===== src/hdl/ppp_pkg.sv =====
`timescale 1ns / 1ps
// ----------------------------------------------------------------------------
// ppp_pkg
// Shared beat types, register indexes and fixed constants of the projector.
// ----------------------------------------------------------------------------
package ppp_pkg;

  localparam int FIELD_W    = 32;
  localparam int TRIG_FRAC  = 14;
  localparam int FIFO_DEPTH = 4;   // power of two, pointers wrap naturally
  localparam int CFG_IDX_W  = 3;

  localparam logic [CFG_IDX_W-1:0] REG_CAMERA_X  = 3'd0;
  localparam logic [CFG_IDX_W-1:0] REG_CAMERA_Y  = 3'd1;
  localparam logic [CFG_IDX_W-1:0] REG_CAMERA_Z  = 3'd2;
  localparam logic [CFG_IDX_W-1:0] REG_ROT_X     = 3'd3;
  localparam logic [CFG_IDX_W-1:0] REG_ROT_Y     = 3'd4;
  localparam logic [CFG_IDX_W-1:0] REG_ROT_Z     = 3'd5;
  localparam logic [CFG_IDX_W-1:0] REG_SCREEN_OF = 3'd6;
  localparam logic [CFG_IDX_W-1:0] REG_FOCAL     = 3'd7;

  localparam logic [31:0] TRIG_RST = 32'h4000_0000;

  typedef struct packed {
    logic signed [FIELD_W-1:0] point_x;
    logic signed [FIELD_W-1:0] point_y;
    logic signed [FIELD_W-1:0] point_z;
  } point_t;

  typedef struct packed {
    logic signed [FIELD_W-1:0] screen_x;
    logic signed [FIELD_W-1:0] screen_y;
    logic signed [FIELD_W-1:0] depth;
    logic                      zero_depth;
    logic                      saturated;
  } result_t;

endpackage


===== src/hdl/ppp_fifo.sv =====
`timescale 1ns / 1ps
// ----------------------------------------------------------------------------
// ppp_fifo
// Short queue between the rotation front and the divide back.
// ----------------------------------------------------------------------------
module ppp_fifo #(
  parameter int W = 97
) (
  input  logic         clk_i,
  input  logic         rst_ni,
  input  logic         in_valid_i,
  output logic         in_ready_o,
  input  logic [W-1:0] in_i,
  output logic         out_valid_o,
  input  logic         out_ready_i,
  output logic [W-1:0] out_o
);
  import ppp_pkg::*;

  localparam int AW = $clog2(FIFO_DEPTH);

  logic [W-1:0]  mem_q [FIFO_DEPTH];
  logic [AW-1:0] wptr_q, rptr_q;
  logic [AW:0]   cnt_q;
  logic          push, pop;

  assign in_ready_o  = cnt_q != (AW+1)'(FIFO_DEPTH);
  assign out_valid_o = cnt_q != '0;
  assign out_o       = mem_q[rptr_q];
  assign push        = in_valid_i && in_ready_o;
  assign pop         = out_valid_o && out_ready_i;

  always_ff @(posedge clk_i or negedge rst_ni) begin
    if (!rst_ni) begin
      wptr_q <= '0;
      rptr_q <= '0;
      cnt_q  <= '0;
    end else begin
      if (push) wptr_q <= wptr_q + 1'b1;
      if (pop)  rptr_q <= rptr_q + 1'b1;
      if (push && !pop) begin
        cnt_q <= cnt_q + 1'b1;
      end else if (pop && !push) begin
        cnt_q <= cnt_q - 1'b1;
      end
    end
  end

  always_ff @(posedge clk_i) begin
    if (push) mem_q[wptr_q] <= in_i;
  end

endmodule


===== config.mk =====
export PLATFORM = sky130hd
export DESIGN_NAME = ppp_fifo
export DESIGN_NICKNAME = d
export VERILOG_FILES = /design/src/hdl/ppp_pkg.sv /design/src/hdl/ppp_fifo.sv
export SDC_FILE = /design/constraint.sdc
export NUM_CORES = 1
export LEC_CHECK = 0
export ABC_CLOCK_PERIOD_IN_PS = 6100
export BUFFER_PORTS_ARGS = -buffer_cell sky130_fd_sc_hd__buf_2
export CAP_MARGIN = 25
export CORE_UTILIZATION = 60
export CTS_CLUSTER_SIZE = 20
export DETAILED_ROUTE_END_ITERATION = 8
export PLACE_DENSITY = 0.83
export SKIP_LAST_GASP = 1
export SYNTH_ARGS = -nofsm -noshare
export SYNTH_HDL_FRONTEND = slang
export SYNTH_SLANG_ARGS = --single-unit

===== constraint.sdc =====
create_clock -name clk_i -period 6.1 [get_ports clk_i]
set_input_delay 0.915 -clock clk_i [delete_from_list [all_inputs] [get_ports clk_i]]
set_output_delay 0.915 -clock clk_i [all_outputs]
set_load 0.02 [all_outputs]

## Yosys cells after proc, flatten, opt, wreduce, memory -nomap -nowiden

Memory sizes are Yosys's and may differ from the RTL's.
Cells that the tools add are included.

| word-level totals | value |
|---|---|
| bits in registers | 7 |
| RAM bits | 388 |
| bits of input ports | 101 |
| output and inout bits | 99 |
| word-level logic and storage cells | 21 |
| memories | 1 |

Memories:

| name | depth | bits a word | read ports | clocked after memory_dff | write ports | RTL line | text |
|---|---|---|---|---|---|---|---|
| mem_q | 4 | 97 | 1 | 0 | 1 | ppp_fifo.sv:22 | `logic [W-1:0] mem_q [FIFO_DEPTH];` |

| operators by class | value |
|---|---|
| $add $sub $neg | 4 |
| equal/unequal tests | 1 |
| multiplexer cells | 4 |
| reduce and logical (&&, ||, !) cells | 8 |

Operators by type and width:

| kind | number |
|---|---|
| 3-bit 2-to-1 mux | 2 |
| 2-bit by 1-bit adder with 2-bit output (second input constant) | 2 |
| 1-bit logical AND | 4 |
| 3-bit by 1-bit adder with 3-bit output (second input constant) | 1 |
| 3-bit inequality test (second input constant) | 1 |
| 3-bit nonzero test | 1 |
| 3-bit by 1-bit subtractor with 3-bit output (second input constant) | 1 |
| 1-bit logical NOT | 2 |
| 1-bit 2-to-1 mux | 2 |
| 2-bit nonzero test | 1 |

## Depth between registers and ports, before layout

Gate-level depths: netlist (run 1).

| depth | value |
|---|---|
| word-level depth | 6 |
| mapped depth | 8 |
| depth with buffers taken out | 8 |

## Worst setup path after synthesis (run 1)

Ideal clock, no wire load.

| timing path | value |
|---|---|
| path type | in2reg |
| start | in in_valid_i |
| end | mem mem_q[0][0] (enable) |
| setup time | 0.467 ns |
| arrival time | 3.466 ns |
| data required time | 5.633 ns |
| setup slack | 2.167 ns |
| stages | 2 |
| buffers on the path | 0 |
| cell sequence | a21boi_2 > and2_1 |

| between the ends | value |
|---|---|
| longest elaborated chain between the ends | 3 |

Ends and longest elaborated chain:

| element | RTL line | text |
|---|---|---|
| from (decl) | ppp_fifo.sv:11 | `input logic in_valid_i,` |
| 1-bit logical AND | ppp_fifo.sv:30 | `assign push = in_valid_i && in_ready_o;` |
| 1-bit 2-to-1 mux | ppp_fifo.sv:50 | `if (push) mem_q[wptr_q] <= in_i;` |
| 1-bit 2-to-1 mux (not written as such) | ppp_fifo.sv:50 |  |
| to (decl) | ppp_fifo.sv:22 |  |

No other way between the ends.

## Final worst setup path (run 1)

| timing path | value |
|---|---|
| start | reg rptr_q[1] |
| end | out out_o[78] |

| between the ends | value |
|---|---|
| longest elaborated chain between the ends | 1 |

Ends and longest elaborated chain:

| element | RTL line | text |
|---|---|---|
| from (decl) | ppp_fifo.sv:23 | `logic [AW-1:0] wptr_q, rptr_q;` |
| from (signal assigned) | ppp_fifo.sv:40 | `if (pop) rptr_q <= rptr_q + 1'b1;` |
| memory read 4 x 97 bit | -- |  |
| to (decl) | ppp_fifo.sv:16 | `output logic [W-1:0] out_o` |

No other way between the ends.

==> results of run 1 <==
stage by stage:
| stage | hold WS, ns | utilization | power, W |
|---|---|---|---|
| 6_report | 0.2324 | 0.7260 | 0.008836 |
| 5_1_grt | 0.2261 | 0.7259 | 0.009195 |
| 4_1_cts | 0.2213 | 0.7243 | 0.008900 |
| 3_5_place_dp | 0.5361 | 0.6697 | 0.006521 |
| 3_3_place_gp | 0.5095 | 0.6697 | 0.006420 |
| 2_1_floorplan | 0.4926 | - | 0.005715 |
cell usage after synthesis (all sizes together):
| cell | count | area share |
|---|---|---|
| edfxtp | 388 | 0.81 |
| mux4 | 97 | 0.15 |
| buf | 16 | 0.0077 |
| dfrtp | 7 | 0.012 |
| clkbuf | 6 | 0.0016 |
| ha | 5 | 0.0044 |
| and2 | 4 | 0.0017 |
| xnor2 | 4 | 0.0024 |
| inv | 3 | 0.00078 |
| mux2 | 2 | 0.0016 |
| nand2 | 2 | 0.00052 |
| nor2 | 2 | 0.00052 |
| xor2 | 2 | 0.0012 |
| a21boi | 1 | 0.00078 |
| fa | 1 | 0.0014 |
| nand3 | 1 | 0.00035 |
| or3 | 1 | 0.00044 |
registers in the layout, summed over array words and instances, names as in the netlist:
| register | flops |
|---|---|
| wptr_q | 2 |
| mem_q | 388 |
| cnt_q | 3 |
| rptr_q | 2 |
cell families (layout without fill, tap and decap cells):
logic type	after synthesis	count (layout)	share of synthesized area
flops	395	395	0.8227
mux	99	99	0.1535
buf+inv	25	277	0.01001
simple gates	10	10	0.003569
fa+ha+maj	6	6	0.005745
xor+xnor	6	6	0.003656
compound gates	1	1	0.0007833
other cells	0	5	0
routing by layer:
layer | vias to the layer above | routed length (um) | GRT usage
met5 | - | 0 | 0
met4 | 0 | 837 | 0.09244
met1 | 3385 | 9927 | 0.2810
met3 | 59 | 1655 | 0.04237
met2 | 268 | 13710 | 0.3697
li1 | 2794 | - | -
final timing paths:
kind | start | end | slack [ns] | cells after the start
worst min register to register | cnt_q[2] | cnt_q[2] | 0.55 | 1
worst min-delay path | rst_ni | rptr_q[1] | 0.23 | 1
worst max register to register | cnt_q[0] | mem_q[1][68] | 3.33 | 4
min in group clk_i | cnt_q[2] | cnt_q[2] | 0.55 | 1
max in group asynchronous | rst_ni | rptr_q[0] | 5.68 | 1
worst max-delay path | rptr_q[1] | out_o[78] | 2.38 | 3
layout make-up:
type | count | area share
Antenna cell | 5 | 0.0007343
Clock buffer | 46 | 0.06131
Clock inverter | 21 | 0.01380
Inverter | 3 | 0.0006608
Multi-Input combinational cell | 122 | 0.1417
Sequential cell | 395 | 0.6945
Tap cell | 319 | 0.02342
Timing Repair Buffer | 207 | 0.06388
worst max-delay path: stages (launching register included):
cell	delay, ns
dfrtp_4	0.87
buf_4	0.71
mux4_2	0.44
buf_2	0.18
power by group through the flow:
stage / clock [W] / combinational [W] / sequential, W
6_report: 0.00238 / 0.00265 / 0.00381
5_1_grt: 0.00251 / 0.00282 / 0.00386
4_1_cts: 0.00241 / 0.00259 / 0.00390
3_5_place_dp: 0 / 0.00257 / 0.00395
3_3_place_gp: 0 / 0.00253 / 0.00389
2_1_floorplan: 0 / 0.00195 / 0.00377
layout by cell type, fill, tap and decap left out, drive strengths merged:
cell type	instances
edfxtp	388
buf	207
mux4	97
clkbuf	46
clkinv	12
dfrtp	7
diode	5
ha	5
bufinv	5
and2	4
xnor2	4
inv	4
clkinvlp	3
nor2	2
nand2	2
mux2	2
xor2	2
a21boi	1
or3	1
nand3	1
fa	1
==> flow_summary.json, run 1 <==
{
  "max_freq_ghz": 0.2685,
  "yosysWarnings": 0,
  "seqPwrFrac": 0.431,
  "die_w_um": 156.8,
  "grt_start_max_net_pins": 61,
  "cts_buffers": 40,
  "place_inst": 1045,
  "clkLatencyLatePin_ns": 0.51,
  "drc": 0,
  "ctsResizeCount": 0,
  "setup_viol": 0,
  "relSlewSlack": 0.3838,
  "hold_violations": 0,
  "drt_first_pass_iters": 4,
  "powerDensity_nw_per_um2": 518.6,
  "setup_slack_ns": 2.376,
  "dp_hpwl_mm": 15.23,
  "crit_path_max_fanout": 52,
  "synth_cell_types": 20,
  "p_int_w": 0.006114,
  "clk_pin_slew_ns": 0.06,
  "power_frac_comb": 0.300,
  "post_cts_buffers": 0,
  "finalCritPeriodShare": 0.6105,
  "ios": 200,
  "syn_area_per_cell_um2": 26.52,
  "htreeDepth": 2,
  "grt_remaining_overflow": 0,
  "critPathLaunchType": "flip-flop",
  "numPortBuffers": 199,
  "path_class": "flip-flop to output pin",
  "coreArea_um2": 23470,
  "place_ws_ns": 2.773,
  "status": "completed",
  "synth_area_um2": 14380,
  "nets": 876,
  "initial_core_util": 0.6124,
  "finalWirelength_mm": 26.13,
  "initialDrtViolationCount": 392,
  "avgRoutedWirePerCell_um": 23.37,
  "power.share.clock": 0.269,
  "synth_fp_nets": 649,
  "regArea_um2": 11830,
  "place_area_um2": 15720,
  "drv_cap": 0,
  "drive_gt1_frac": 0.4622,
  "syn_inst": 542,
  "dieArea_um2": 24580,
  "setup_tns_ns": 0,
  "required_ns": 5.18,
  "switching_power_w": 0.002723,
  "n_fill_cell": 1323,
  "grt_setup_unrepaired": "false",
  "antenna_left": 0,
  "gp_congestion": 0.7334,
  "multi_input_area_um2": 2415,
  "ys_ff_latch": 395,
  "die_h_um": 156.8,
  "cts.sinks": 395,
  "cts_buffer_depth": 3,
  "grt_pass1_vias": 6920,
  "area_growth_pct": 18.54,
  "ys_seq_area_frac": 0.8227,
  "rows": 56,
  "grt_pass1_wl_mm": 39.08,
  "leakage_nw": 5.818,
  "track_usage": 0.2189,
  "end_kind": "output pin",
  "final_cell_area_um2": 17040,
  "cts_tree": "yes",
  "cts-root-buf": "clkbuf_16",
  "arrival_ns": 2.81,
  "cts_hold_buf": 0,
  "worst_pin_slew_ns": 0.9243,
  "antenna_found_initial": 5,
  "skew_ns": 0.01137,
  "num_vias": 6506,
  "viasPerCell": 5.819,
  "vdd.ir_drop.worst_mv": 0.3519,
  "power.share.switching": 0.3081,
  "hp-class": "input pin to asynchronous set/reset pin",
  "drv_slew": 0,
  "finalNonFillerCells": 1118,
  "fin_crit_ns": 3.724
}
Power figures use the tool's default switching activity.
==> inputs of run 2 (changes only) <==
--- a/config.mk
+++ b/config.mk
@@ -5,13 +5,13 @@
 export SDC_FILE = /design/constraint.sdc
 export NUM_CORES = 1
 export LEC_CHECK = 0
-export ABC_CLOCK_PERIOD_IN_PS = 6100
+export ABC_CLOCK_PERIOD_IN_PS = 3900
 export BUFFER_PORTS_ARGS = -buffer_cell sky130_fd_sc_hd__buf_2
 export CAP_MARGIN = 25
-export CORE_UTILIZATION = 60
+export CORE_UTILIZATION = 57
 export CTS_CLUSTER_SIZE = 20
 export DETAILED_ROUTE_END_ITERATION = 8
-export PLACE_DENSITY = 0.83
+export PLACE_DENSITY = 0.79
 export SKIP_LAST_GASP = 1
 export SYNTH_ARGS = -nofsm -noshare
 export SYNTH_HDL_FRONTEND = slang
==> constraint.sdc (replaced) <==
create_clock -name clk_i -period 3.9 [get_ports clk_i]
set_input_delay 0.585 -clock clk_i [delete_from_list [all_inputs] [get_ports clk_i]]
set_output_delay 0.585 -clock clk_i [all_outputs]
set_load 0.02 [all_outputs]
==> flow_summary.json, run 2 (synthesis results as in run 1) <==
{
  "cts_tree": "yes",
  "drc": 0,
  "place_area_um2": 15840,
  "power_frac_comb": 0.303,
  "power.share.switching": 0.3086,
  "hp-class": "input pin to flip-flop",
  "setup_tns_ns": 0,
  "crit_path_cell_trace": "buf_4 > mux4_2 > buf_2",
  "drv_slew": 0,
  "vdd.ir_drop.worst_mv": 0.4984,
  "hold_ws_ns": 0.2824,
  "avgRoutedWirePerCell_um": 23.04,
  "cts_hold_buf": 1,
  "finalNonFillerCells": 1133,
  "antenna_found_initial": 4,
  "drv_cap": 0,
  "cts_buffer_depth": 3,
  "htreeDepth": 2,
  "layout_common_cells": "edfxtp_1, buf_2, mux4_2, clkbuf_16, buf_4",
  "grt_start_max_net_pins": 52,
  "antenna_left": 0,
  "cts-root-buf": "clkbuf_16",
  "initialDrtViolationCount": 462,
  "grt_remaining_overflow": 0,
  "cts.sinks": 395,
  "switching_power_w": 0.004198,
  "grt_setup_unrepaired": "false",
  "clkLatencyLatePin_ns": 0.51,
  "crit_path_max_fanout": 25,
  "p_int_w": 0.009406,
  "path_buf_inv": 2,
  "end_kind": "output pin",
  "max_freq_ghz": 0.3203,
  "power.share.clock": 0.256,
  "crit_family": "flip-flops",
  "largest_register_ffs": 388,
  "regMostFlops": "mem_q",
  "path_class": "flip-flop to output pin",
  "coreArea_um2": 24530,
  "skew_ns": 0.01932,
  "gp_congestion": 0.7662,
  "powerDensity_nw_per_um2": 797.9,
  "dieArea_um2": 25860,
  "ctsResizeCount": 0,
  "grt_pass1_wl_mm": 40.28,
  "drt_first_pass_iters": 5,
  "numPortBuffers": 199,
  "cpMaxStageDelayCell": "dfrtp_4",
  "die_w_um": 160.8,
  "nets": 889,
  "required_ns": 3.31,
  "initial_core_util": 0.5859,
  "ios": 200,
  "critPathLaunchType": "flip-flop",
  "post_cts_buffers": 0,
  "finalCritPeriodShare": 0.8006,
  "dp_hpwl_mm": 16.50,
  "status": "completed",
  "viasPerCell": 5.679,
  "setup_viol": 0,
  "seqPwrFrac": 0.441,
  "leakage_nw": 5.863,
  "clk_pin_slew_ns": 0.06,
  "top_regs": "mem_q (388), cnt_q (3)",
  "cts_buffers": 38,
  "relSlewSlack": 0.4659,
  "worst_pin_slew_ns": 0.8011,
  "track_usage": 0.2094,
  "final_cell_area_um2": 17050,
  "final_common_cell": "edfxtp_1",
  "drive_gt1_frac": 0.4696,
  "grt_pass1_vias": 7074,
  "fin_crit_ns": 3.122,
  "num_vias": 6434,
  "die_h_um": 160.8,
  "finalWirelength_mm": 26.10,
  "area_growth_pct": 18.61,
  "hold_violations": 0,
  "place_inst": 1065,
  "rows": 57,
  "arrival_ns": 2.54,
  "max_stage_delay_ns": 0.75
}
-- run 2: cell types whose count changed in the layout (fill, tap and decap cells not counted) --
cell	previous run	this run
buf_4	6	21
clkbuf_8	0	6
bufinv_16	5	2
clkinvlp_4	3	0
diode_2	5	2
clkbuf_16	41	39
buf_16	1	0
clkbuf_1	5	6
clkinv_1	8	7
clkinv_2	3	4
clkinv_4	1	0
dlygate4sd3_1	0	1
-- run 2: worst register-to-register path, cell delays in order (launching register included) --
cell,delay [ns]
dfrtp_1,0.44
nor2_1,0.11
a21boi_2,0.34
and2_4,0.75
buf_4,0.40
-- run 2: worst paths after layout --
path | startpoint | end | slack [ns] | cells past startpoint
setup / recovery | rptr_q[0] | out_o[27] | 0.78 | 3
hold / removal | in_i[79] | mem_q[0][79] | 0.28 | 1
setup reg to reg | cnt_q[0] | mem_q[2][18] | 1.55 | 4
hold reg to reg | cnt_q[0] | cnt_q[0] | 0.57 | 1
max in group asynchronous | rst_ni | rptr_q[0] | 3.24 | 2
min in group asynchronous | rst_ni | cnt_q[0] | 0.46 | 2
-- run 2: power by group through the flow --
stage / clock (W) / sequential, W / combinational, W
after floorplan: 0 / 0.00589 / 0.00305
after global placement: 0 / 0.00602 / 0.00412
after detailed placement: 0 / 0.00610 / 0.00419
after CTS: 0.00356 / 0.00602 / 0.00421
after global routing: 0.00371 / 0.00608 / 0.00438
final: 0.00348 / 0.00600 / 0.00412
-- run 2: layout make-up --
cell class                      instances  area, um^2
Fill cell                            1523        7483
Clock inverter                         14       115.1
Inverter                                3       11.26
Antenna cell                            2       5.005
Tap cell                              324       405.4
Sequential cell                       395       11830
Timing Repair Buffer                  222        1184
Clock buffer                           51        1081
Multi-Input combinational cell        122        2415
-- run 2: stage by stage --
stage               utilization  power (W)  setup WS, ns
finish                   0.6950    0.01360        0.7777
global route             0.6950    0.01418        0.5920
CTS                      0.6948    0.01380        0.6799
detailed placement       0.6456    0.01030         1.241
global placement         0.6456    0.01014         1.292
floorplan                     -   0.008939        0.2968
-- run 2: metal layers --
metal,global-route usage,share of wire,vias up
met5,0,0.00050,-
met1,0.2651,0.38,3351
li1,-,-,2816
met3,0.04520,0.064,41
met4,0.06218,0.018,2
met2,0.3668,0.53,224
